## config.mk

```make
export PLATFORM = sky130hd
export DESIGN_NAME = ntpsrl_ctrl
export DESIGN_NICKNAME = d
export VERILOG_FILES = /design/src/hw/rtl/ntpsrl_pkg.sv /design/src/hw/rtl/ntpsrl_ctrl.sv
export SDC_FILE = /design/constraint.sdc
export NUM_CORES = 1
export LEC_CHECK = 0
export BUFFER_PORTS_ARGS = -buffer_cell sky130_fd_sc_hd__buf_4
export CORE_AREA = 10 10 47 49
export CTS_CLUSTER_SIZE = 40
export DETAILED_ROUTE_END_ITERATION = 10
export DIE_AREA = 0 0 57 59
export GPL_ROUTABILITY_DRIVEN = 1
export PLACE_DENSITY = 0.41
export SLEW_MARGIN = 40
export SYNTH_ARGS = -nofsm -noshare
export SYNTH_HDL_FRONTEND = slang
export SYNTH_SLANG_ARGS = --single-unit
```

## constraint.sdc

```tcl
create_clock -name clk_i -period 1.1 [get_ports clk_i]
set_input_delay 0.055 -clock clk_i [delete_from_list [all_inputs] [get_ports clk_i]]
set_output_delay 0.055 -clock clk_i [all_outputs]
set_load 0.02 [all_outputs]
```

## src/hw/rtl/ntpsrl_pkg.sv

```systemverilog
`timescale 1ns / 1ps
`default_nettype none
package ntpsrl_pkg;

  // Table geometry.
  localparam int RATE_ENTRIES = 1024;
  localparam int RATE_WAYS    = 4;
  localparam int MAC_ENTRIES  = 16;

  localparam int NSETS = ((RATE_ENTRIES / RATE_WAYS) > 0) ? (RATE_ENTRIES / RATE_WAYS) : 1;
  localparam int SET_W = (NSETS > 1) ? $clog2(NSETS) : 1;
  localparam int WAY_W = (RATE_WAYS > 1) ? $clog2(RATE_WAYS) : 1;
  localparam int MAC_W = (MAC_ENTRIES > 1) ? $clog2(MAC_ENTRIES) : 1;

  // Header constants.
  localparam logic [15:0] ETH_LEN     = 16'd14;
  localparam logic [15:0] ETH_IP_LEN  = 16'd34;
  localparam logic [15:0] TCP_LEN     = 16'd20;
  localparam logic [15:0] UDP_LEN     = 16'd8;
  localparam logic [15:0] TYPE_IPV4   = 16'h0800;
  localparam logic [7:0]  PROTO_ICMP  = 8'd1;
  localparam logic [7:0]  PROTO_TCP   = 8'd6;
  localparam logic [7:0]  PROTO_UDP   = 8'd17;
  localparam logic [15:0] COUNT_MAX   = 16'hFFFF;

  // Register reset values.
  localparam logic [15:0] WINDOW_RST  = 16'd1000;
  localparam logic [15:0] LIMIT_RST   = 16'd50;
  localparam logic [15:0] SSH_RST     = 16'd22;
  localparam logic [15:0] NTP_RST     = 16'd123;
  localparam logic [15:0] IFACE_A_RST = 16'd3;
  localparam logic [15:0] IFACE_B_RST = 16'd4;

  typedef enum logic [1:0] {
    OP_CLASSIFY = 2'd0,
    OP_MAC_SET  = 2'd1,
    OP_MAC_DEL  = 2'd2,
    OP_UNUSED   = 2'd3
  } opcode_e;

  typedef enum logic [1:0] {
    V_DROP       = 2'd0,
    V_PASS       = 2'd1,
    V_REDIRECT   = 2'd2,
    V_TABLE_DONE = 2'd3
  } verdict_e;

  typedef enum logic [2:0] {
    CFG_WINDOW  = 3'd0,
    CFG_LIMIT   = 3'd1,
    CFG_SSH     = 3'd2,
    CFG_NTP     = 3'd3,
    CFG_IFACE_A = 3'd4,
    CFG_IFACE_B = 3'd5
  } cfg_index_e;

  typedef struct packed {
    logic [1:0]  opcode;
    logic [15:0] frame_len;
    logic [15:0] ether_type;
    logic [7:0]  ip_protocol;
    logic [3:0]  ip_header_words;
    logic [15:0] source_port;
    logic [15:0] dest_port;
    logic [31:0] source_addr;
    logic [15:0] ingress_iface;
    logic [47:0] now_ms;
    logic [47:0] mac_value;
  } in_item_t;

  typedef struct packed {
    logic [1:0]  verdict;
    logic [15:0] out_iface;
    logic        rewrite_mac;
    logic [47:0] new_dest_mac;
    logic        table_full;
  } out_item_t;

  typedef struct packed {
    logic [2:0]  index;
    logic [15:0] value;
  } cfg_req_t;

  typedef struct packed {
    logic        valid;
    logic [31:0] source;
    logic [47:0] start;
    logic [15:0] count;
  } rate_way_t;

  typedef logic [RATE_WAYS-1:0][WAY_W-1:0] lru_t;

  typedef struct packed {
    rate_way_t [RATE_WAYS-1:0] way;
    lru_t                      lru;
  } rate_row_t;

  typedef struct packed {
    logic clr;
    logic load_item;
    logic exec;
    logic look;
    logic upd;
    logic load_out;
  } ctrl_cmd_t;

  typedef struct packed {
    logic need_rate;
    logic clr_last;
  } dp_sts_t;

  function automatic lru_t lru_init();
    lru_t l;
    for (int w = 0; w < RATE_WAYS; w++) begin
      l[w] = WAY_W'(w);
    end
    return l;
  endfunction

endpackage
`default_nettype wire

```

## src/hw/rtl/ntpsrl_ctrl.sv

```systemverilog
`timescale 1ns / 1ps
`default_nettype none
module ntpsrl_ctrl (
  input  wire logic                  clk_i,
  input  wire logic                  rst_ni,
  input  wire logic                  in_valid_i,
  output logic                       in_ready_o,
  input  wire logic                  out_ready_i,
  output logic                       out_valid_o,
  input  wire ntpsrl_pkg::dp_sts_t   sts_i,
  output ntpsrl_pkg::ctrl_cmd_t      cmd_o
);
  import ntpsrl_pkg::*;

  typedef enum logic [2:0] {
    S_CLEAR,
    S_IDLE,
    S_EXEC,
    S_LOOK,
    S_UPDATE,
    S_DONE
  } state_e;

  state_e state_q;
  logic   out_valid_q;
  logic   out_free;

  assign out_free = !out_valid_q || out_ready_i;

  always_comb begin
    cmd_o           = '0;
    cmd_o.clr       = (state_q == S_CLEAR);
    cmd_o.load_item = (state_q == S_IDLE) && in_valid_i;
    cmd_o.exec      = (state_q == S_EXEC);
    cmd_o.look      = (state_q == S_LOOK);
    cmd_o.upd       = (state_q == S_UPDATE);
    cmd_o.load_out  = (state_q == S_DONE) && out_free;
  end

  assign in_ready_o  = (state_q == S_IDLE);
  assign out_valid_o = out_valid_q;

  always_ff @(posedge clk_i or negedge rst_ni) begin
    if (!rst_ni) begin
      state_q     <= S_CLEAR;
      out_valid_q <= 1'b0;
    end else begin
      if (out_valid_q && out_ready_i) begin
        out_valid_q <= 1'b0;
      end
      unique case (state_q)
        S_CLEAR: begin
          if (sts_i.clr_last) begin
            state_q <= S_IDLE;
          end
        end
        S_IDLE: begin
          if (in_valid_i) begin
            state_q <= S_EXEC;
          end
        end
        S_EXEC: begin
          state_q <= sts_i.need_rate ? S_LOOK : S_DONE;
        end
        S_LOOK: begin
          state_q <= S_UPDATE;
        end
        S_UPDATE: begin
          state_q <= S_DONE;
        end
        S_DONE: begin
          if (out_free) begin
            out_valid_q <= 1'b1;
            state_q     <= S_IDLE;
          end
        end
        default: begin
          state_q <= S_IDLE;
        end
      endcase
    end
  end

`ifndef SYNTHESIS
  a_load_out_free: assert property (@(posedge clk_i) disable iff (!rst_ni)
    cmd_o.load_out |-> (!out_valid_q || out_ready_i))
    else $error("result loaded over a waiting result");
  a_accept_exec: assert property (@(posedge clk_i) disable iff (!rst_ni)
    cmd_o.load_item |=> (state_q == S_EXEC))
    else $error("accepted request not executed");
  a_update_after_look: assert property (@(posedge clk_i) disable iff (!rst_ni)
    (state_q == S_UPDATE) |-> ($past(state_q) == S_LOOK))
    else $error("rate update without lookup");
`endif
endmodule
`default_nettype wire

```

==> flow_summary.yaml, run 1 <==
status:
  outcome: "finished with violations"
  violations: "negative setup slack"
final_layout:
  antenna_cells: 0
  area_growth_pct: 108.9
  stdcell_count: 67
  nets: 59
  drive_above_1_share_pct: 68.63
synth:
  synth_top_area_share_pct: 42.11
  synthFlopType: "dfrtp_1"
  synth.area.top_cells: "dfrtp_1, nand3b_1, nor2b_1"
  synth-edff-count: 0
  syn-num-nets: 33
  yosysMostFrequentCell: "dfrtp_1"
  avgSynthCellArea_um2: 8.805
  ys_warn_count: 0
  ys_types: 18
  synthArstFlopShare_pct: 100.0
  ys_seq_area_share_pct: 42.11
  synth_top_area_cell: "dfrtp_1"
  syn_area_um2: 237.7
  ys_ff_latch: 4
  synthCells: 27
placed_design:
  dp_cells: 57
  place_ws_ns: 0.02687
  gp_congestion: 0.7415
  io_buffer_count: 13
sta:
  setup_viol: 7
  grt_setup_unrepaired: "true"
  slew_headroom_pct: 89.58
  whs_ns: 0.09809
  maxSlewViolCount: 0
  clock-skew-final_ns: 0.008421
  tightest_slew_ns: 0.1547
  layout_setup_ws_ns: -0.1644
  finalHoldViolCount: 0
  period_minus_slack_ns: 1.264
  fmax_mhz: 790.9
  fin_tns_setup_ns: -0.8464
  period_share_pct: 114.9
worst_setup_path:
  slowest_stage: "dfrtp_2"
  r2r_cells: 2
  crit_chain: "or2b_1, nor2_1, buf_4"
  cp.required_ns: 1.04
  start_kind: "flop"
  slowest_delay_ns: 0.45
  worstPathArrival_ns: 1.21
  cp_max_fo: 7
  critPathCaptureType: "output pin"
  crit_type: "reg -> out"
cts:
  h-tree-depth: 1
  clock-sinks: 4
  cts_tree: "built"
  cts-root-buf: "clkbuf_4"
  cts_max_path_buffers: 2
  cts.clk_slew.worst_paths_ns: 0.04
  clk_latency_ns: 0.24
  cts_buffers: 3
route:
  wl_per_cell_um: 12.43
  first_pass_iters: 2
  drt-total-wl_um: 833
  num_vias: 273
  drtAntennaViolNets: 0
  viasPerCell: 4.075
  drcViolationCount: 0
  drtIter0Drc: 2
flow_run:
  drv_cap: 0
global_routing:
  grt_start_max_net_pins: 9
  antenna_found_initial: 0
  gr-total-overflow: 0
  track_usage_pct: 5.423
  grt_pass1_vias: 309
  grt_pass1_wl_um: 1366
hold_path:
  hold_class: "in -> reg"
  min_delay_path_depth: 3
floorplanning:
  die_width_um: 57
  rows: 14
  initial_utilization_pct: 16.96
  io_pins: 14
  coreArea_mm2: 0.001401
  die_h_um: 59
  die_area_mm2: 0.003363
power:
  total_power_mw: 1.519
  powerDensity_mw_per_mm2: 3057
  ir_drop_mv: 0.9764
  p_leak_nw: 0.2434
## final cells by class
| cell class | count | area [um2] |
|---|---|---|
| clock buffer | 3 | 22.52 |
| fill | 155 | 904.6 |
| inverter | 1 | 3.754 |
| multi-input combinational | 20 | 152.6 |
| sequential | 4 | 103.9 |
| tap | 16 | 20.02 |
| timing repair buffer | 23 | 193.9 |
## placed cells by master (no fill, tap or decap), types with 2 or more instances in the layout
master	n
nor2_1	2
nand2_1	2
buf_6	5
nand3b_1	2
clkbuf_4	3
buf_4	17
dfrtp_2	3
## layer usage
metal | part of all wire, % | GRT usage (%) | up-vias
met4 | 2.5 | 6.040 | 0
met5 | 0 | 0 | -
met2 | 41 | 7.287 | 12
met3 | 11 | 3.219 | 2
met1 | 45 | 5.402 | 120
li1 | - | - | 139
## worst max-delay path, delay by kind of cell (launching register included)
family	cells	cell delay [ns]
flops	1	0.45
simple gates	2	0.38
buf+inv	1	0.15
## per-stage QoR
stage	cell area [um2]	utilization, %
floorplan	250.2	-
global placement	374.1	26.70
detailed placement	374.1	26.70
CTS	460.4	32.86
global route	496.7	35.45
finish	496.7	35.45
## timing repair
action | 4_1_cts | 5_1_grt
pin swaps | 0 | 5
hold buffers | 1 | 0
hold endpoints to repair | 4 | 0
resized for setup | 9 | 6
cloned | 0 | 0
setup buffers | 4 | 2
endpoints found under the setup margin | 7 | 9
## power by group
part           switching [mW]  total [mW]  internal [mW]
Sequential              0.108       0.332          0.224
Clock                  0.0694       0.192          0.123
Combinational           0.439       0.995          0.556
## state kept, by name, indices dropped and copies added, names as in the netlist
signal and cells:
out_valid_o 1, state_q 3
## path summary, 6_finish.rpt
| path | startpoint | to | slack [ns] |
|---|---|---|---|
| max reg2reg | state_q[0]$_DFFE_PN0P_ | state_q[0]$_DFFE_PN0P_ | 0.04 |
| max in group asynchronous | rst_ni | state_q[0]$_DFFE_PN0P_ | 0.84 |
| min reg2reg | out_valid_o$_DFF_PN0_ | out_valid_o$_DFF_PN0_ | 0.54 |
| min | in_valid_i | state_q[1]$_DFFE_PN0P_ | 0.1 |
| min in group asynchronous | rst_ni | state_q[1]$_DFFE_PN0P_ | 0.14 |
| max | state_q[2]$_DFFE_PN0P_ | cmd_o[2] | -0.16 |
## cell families (layout without fill, tap and decap cells)
kind of cell	Yosys count	after routing	share of synthesized area, %
buffers and inverters	3	27	8.417
DFF	4	4	42.11
and+or+nand+nor	15	15	36.32
AOI/OAI and AO/OA	5	5	13.16
Power figures use the tool's default switching activity.
==> inputs of run 2 (changes only) <==
PLACE_DENSITY = 0.4   (was 0.41)
clock period = 1.6 ns   (was 1.1 ns; I/O delays follow)
==> flow_summary.yaml, run 2 (same netlist as run 1, synthesis figures left out) <==
power:
  p_seq_share_pct: 30.4
  power_switching_uw: 332.0
  switching_share_pct: 44.31
  ir_drop_mv: 0.5268
  p_leak_nw: 0.1845
  p_int_uw: 417.3
  clkPwrFrac_pct: 16.5
  comb_power_share_pct: 53.1
  powerDensity_mw_per_mm2: 2016
worst_setup_path:
  critPathCaptureType: "output pin"
  slowest_delay_ns: 0.49
  cp_max_fo: 10
  slowest_stage: "dfrtp_1"
  crit_type: "reg -> out"
  cp.required_ns: 1.52
  r2r_slack_ns: 0.46
  crit_chain: "inv_1, nor3_1, and2_1, buf_4"
  worstPathArrival_ns: 1.34
  start_kind: "flop"
route:
  top_layer: "met3"
  drt-total-wl_um: 695
  num_vias: 231
  drcViolationCount: 0
  drtAntennaViolNets: 0
  wl_met3_um: 81
  first_pass_iters: 4
  met2_length_um: 289
  drtIter0Drc: 1
  wl_met1_um: 324
  wl_per_cell_um: 11.98
  viasPerCell: 3.983
final_layout:
  final_common_cell: "buf_4"
  drive_above_1_share_pct: 38.10
  design_area_um2: 371.6
  seq_area_um2: 100.1
  layout_common_cells: "buf_4, dfrtp_1, clkbuf_4"
  largest_reg_flops: 3
  fill_cells: 168
  antenna_cells: 0
  stdcell_count: 58
  regMostFlops: "state_q"
  nets: 50
  multi_input_area_um2: 117.6
  area_growth_pct: 56.32
floorplanning:
  die_h_um: 59
  die_area_mm2: 0.003363
  die_width_um: 57
  initial_utilization_pct: 16.96
  rows: 14
  coreArea_mm2: 0.001401
  io_pins: 14
sta:
  period_minus_slack_ns: 1.419
  layout_setup_ws_ns: 0.1815
  maxSlewViolCount: 0
  fmax_mhz: 705.0
  clock-skew-final_ns: 0.002361
  setup_viol: 0
  grt_setup_unrepaired: "false"
  period_share_pct: 88.66
  fin_tns_setup_ns: 0
  finalHoldViolCount: 0
  tightest_slew_ns: 0.2768
  slew_headroom_pct: 81.54
  whs_ns: 0.1381
cts:
  cts_tree: "built"
  postCtsSetupBuffers: 0
  cts_max_path_buffers: 2
  clock-sinks: 4
  cts.clk_slew.worst_paths_ns: 0.04
  clk_latency_ns: 0.23
  cts_buffers: 3
  h-tree-depth: 1
  cts-root-buf: "clkbuf_4"
global_routing:
  grt_start_max_net_pins: 11
  antenna_found_initial: 0
  track_usage_pct: 4.380
  gr-total-overflow: 0
  grt_pass1_vias: 266
  grt_pass1_wl_um: 1131
placed_design:
  dp_cells: 54
  place_ws_ns: 0.4204
  gp_congestion: 0.7691
  io_buffer_count: 13
  dpl_cell_area_um2: 339.1
hold_path:
  hold_class: "in -> reg"
status:
  outcome: "finished, final reports clean"
flow_run:
  drv_cap: 0
==> run 2: cell types whose count changed in the layout (fill, tap and decap cells not counted), sizes merged <==
cell	change
buf	-9
==> run 2: metal layers <==
layer | global-route usage (%) | vias up
li1 | - | 121
met1 | 4.916 | 99
met2 | 5.271 | 11
met3 | 3.648 | 0
met4 | 3.020 | 0
met5 | 0 | -
==> run 2: worst paths after layout <==
| path | start | endpoint | cells past startpoint |
|---|---|---|---|
| worst max-delay path | state_q[0]$_DFFE_PN0P_ | cmd_o[4] | 4 |
| worst min-delay path | sts_i[0] | state_q[0]$_DFFE_PN0P_ | 3 |
| worst max register to register | state_q[1]$_DFFE_PN0P_ | state_q[0]$_DFFE_PN0P_ | 2 |
| worst min register to register | out_valid_o$_DFF_PN0_ | out_valid_o$_DFF_PN0_ | 2 |
| max in group asynchronous | rst_ni | state_q[1]$_DFFE_PN0P_ | 2 |
| min in group asynchronous | rst_ni | state_q[0]$_DFFE_PN0P_ | 2 |
==> run 2: cell type report <==
| cell class | instances | share of cell area (%) |
|---|---|---|
| Multi-Input combinational cell | 20 | 31.65 |
| Sequential cell | 4 | 26.94 |
| Clock buffer | 3 | 6.061 |
| Tap cell | 16 | 5.387 |
| Timing Repair Buffer | 14 | 28.96 |
| Inverter | 1 | 1.010 |
==> run 2: power by group through the flow <==
stage          combinational [mW]  sequential [mW]  clock, mW
3_3_place_gp                0.404            0.226          0
5_1_grt                     0.438            0.248      0.137
3_5_place_dp                0.404            0.233          0
4_1_cts                     0.409            0.231      0.131
6_report                    0.398            0.227      0.124
2_1_floorplan               0.295            0.188          0
==> run 2: worst max-delay path: cells and delay by family, from the launching register on <==
family / cells / cell delay [ns]
flops: 1 / 0.49
simple gates: 2 / 0.39
buf+inv: 2 / 0.22
==> run 2: what timing repair did <==
| item | CTS | global route |
|---|---|---|
| gates resized for setup | 0 | 0 |
| endpoints found under the hold margin | 4 | 0 |
| hold buffers | 1 | 0 |
==> run 2: per-stage QoR <==
stage                     power (mW)  utilization [%]
final                         0.7493            26.52
after global routing          0.8236            26.52
after CTS                     0.7714            26.52
after detailed placement      0.6368            24.20
after global placement        0.6307            24.20
after floorplan               0.4833                -
==> inputs of run 3 (changes only) <==
CTS_CLUSTER_SIZE = 12   (was 40)
SETUP_SLACK_MARGIN = 0.2   (was not set)
==> flow_summary.yaml, run 3 (same netlist as run 1, synthesis figures left out) <==
status:
  outcome: "finished, final reports clean"
global_routing:
  antenna_found_initial: 0
  grt_pass1_vias: 288
  gr-total-overflow: 0
  grt_pass1_wl_um: 1235
  track_usage_pct: 4.902
  grt_start_max_net_pins: 11
route:
  viasPerCell: 4.310
  wl_per_cell_um: 12.78
  drcViolationCount: 0
  num_vias: 250
  first_pass_iters: 1
  drt-total-wl_um: 741
  drtIter0Drc: 0
  drtAntennaViolNets: 0
worst_setup_path:
  slowest_delay_ns: 0.45
  r2r-end: "state_q[0]$_DFFE_PN0P_"
  r2r_slack_ns: 0.47
  crit_type: "reg -> out"
  critPathBufInv: 1
  slowest_stage: "dfrtp_2"
  rr_startpoint: "state_q[1]$_DFFE_PN0P_"
  cp_max_fo: 8
  critPathCaptureType: "output pin"
  worstPathArrival_ns: 1.21
  start_kind: "flop"
  crit_chain: "or2b_1, nor2_1, buf_4"
  cp.required_ns: 1.52
  r2r_cells: 2
  critical_path.top_delay_family: "flip-flops"
final_layout:
  nets: 50
  final_util_pct: 27.14
  multi_input_area_um2: 122.6
  regMostFlops: "state_q"
  final_common_cell: "buf_4"
  largest_reg_flops: 3
  layout_common_cells: "buf_4, clkbuf_4, dfrtp_2"
  seq_area_um2: 103.9
  antenna_cells: 0
  fill_cells: 166
  drive_above_1_share_pct: 47.62
  design_area_um2: 380.4
  area_growth_pct: 60.00
cts:
  cts_buffers: 3
  cts.clk_slew.worst_paths_ns: 0.04
  cts_max_path_buffers: 2
  cts_tree: "built"
  clk_latency_ns: 0.24
  cts-root-buf: "clkbuf_4"
  clock-sinks: 4
  h-tree-depth: 1
sta:
  grt_setup_unrepaired: "false"
  period_minus_slack_ns: 1.288
  clock-skew-final_ns: 0.004657
  finalHoldViolCount: 0
  period_share_pct: 80.50
  slew_headroom_pct: 88.35
  whs_ns: 0.1401
  fin_tns_setup_ns: 0
  maxSlewViolCount: 0
  fmax_mhz: 776.4
  setup_viol: 0
  tightest_slew_ns: 0.1743
  layout_setup_ws_ns: 0.3120
floorplanning:
  die_h_um: 59
  rows: 14
  io_pins: 14
  initial_utilization_pct: 16.96
  die_area_mm2: 0.003363
  die_width_um: 57
  coreArea_mm2: 0.001401
placed_design:
  io_buffer_count: 13
  dpl_cell_area_um2: 344.1
  place_ws_ns: 0.4454
  hpwlAfterDp_um: 582.9
  gp_congestion: 0.7816
hold_path:
  hold_class: "in -> reg"
  hold_end: "state_q[1]$_DFFE_PN0P_"
  hp-start: "in_valid_i"
  min_delay_path_depth: 3
power:
  p_leak_nw: 0.1826
  ir_drop_mv: 0.5593
  powerDensity_mw_per_mm2: 2036
flow_run:
  drv_cap: 0
run 3: cell types whose count changed in the layout (fill, tap and decap cells not counted):
cell	delta
nor3_1	-1
nor3_2	+1
dfrtp_2	+3
dfrtp_1	-3
run 3: worst max-delay path by stage:
stage	startpoint	endpoint	slack (ns)	cells past startpoint
2_1_floorplan	state_q[0]$_DFFE_PN0P_	cmd_o[4]	0.39	4
3_3_place_gp	state_q[1]$_DFFE_PN0P_	state_q[0]$_DFFE_PN0P_	0.49	2
3_5_place_dp	state_q[1]$_DFFE_PN0P_	state_q[0]$_DFFE_PN0P_	0.45	2
4_1_cts	state_q[1]$_DFFE_PN0P_	cmd_o[2]	0.24	3
5_1_grt	state_q[2]$_DFFE_PN0P_	cmd_o[2]	0.22	3
6_report	state_q[2]$_DFFE_PN0P_	cmd_o[3]	0.31	3
run 3: cell type report:
cell class | instances | share of cell area (%)
Inverter | 1 | 0.9868
Sequential cell | 4 | 27.30
Tap cell | 16 | 5.263
Multi-Input combinational cell | 20 | 32.24
Clock buffer | 3 | 5.921
Timing Repair Buffer | 14 | 28.29
run 3: through the flow:
step	power, mW	cells
floorplan	0.4930	27
global placement	0.6353	54
detailed placement	0.6466	54
CTS	0.7833	58
global route	0.8464	58
finish	0.7743	58
run 3: layer usage:
layer  GRT usage, %  part of all wire, %  routed length (um)
met5              0                    0                   0
met4          4.027                  2.6                  19
met3          4.506                   15                 112
met2          6.512                   40                 298
met1          4.562                   42                 310
run 3: worst reg2reg max path, delay by kind of cell (launching register included):
kind | cells | cell delay, ns
and+or+nand+nor | 1 | 0.39
AOI/OAI and AO/OA | 1 | 0.18
DFF | 1 | 0.45
run 3: report_power, final:
group	leakage (nW)	switching, mW	internal, mW
clock	0.0138	0.0442	0.0841
sequential	0.0467	0.0841	0.154
combinational	0.122	0.217	0.191
total	0.183	0.345	0.429
run 3: what timing repair did:
item / 4_1_cts / 5_1_grt
setup buffers: 0 / 0
hold buffers: 1 / 0
resized for setup: 0 / 3
endpoints found under the hold margin: 4 / 0
setup endpoints to repair: 0 / 3
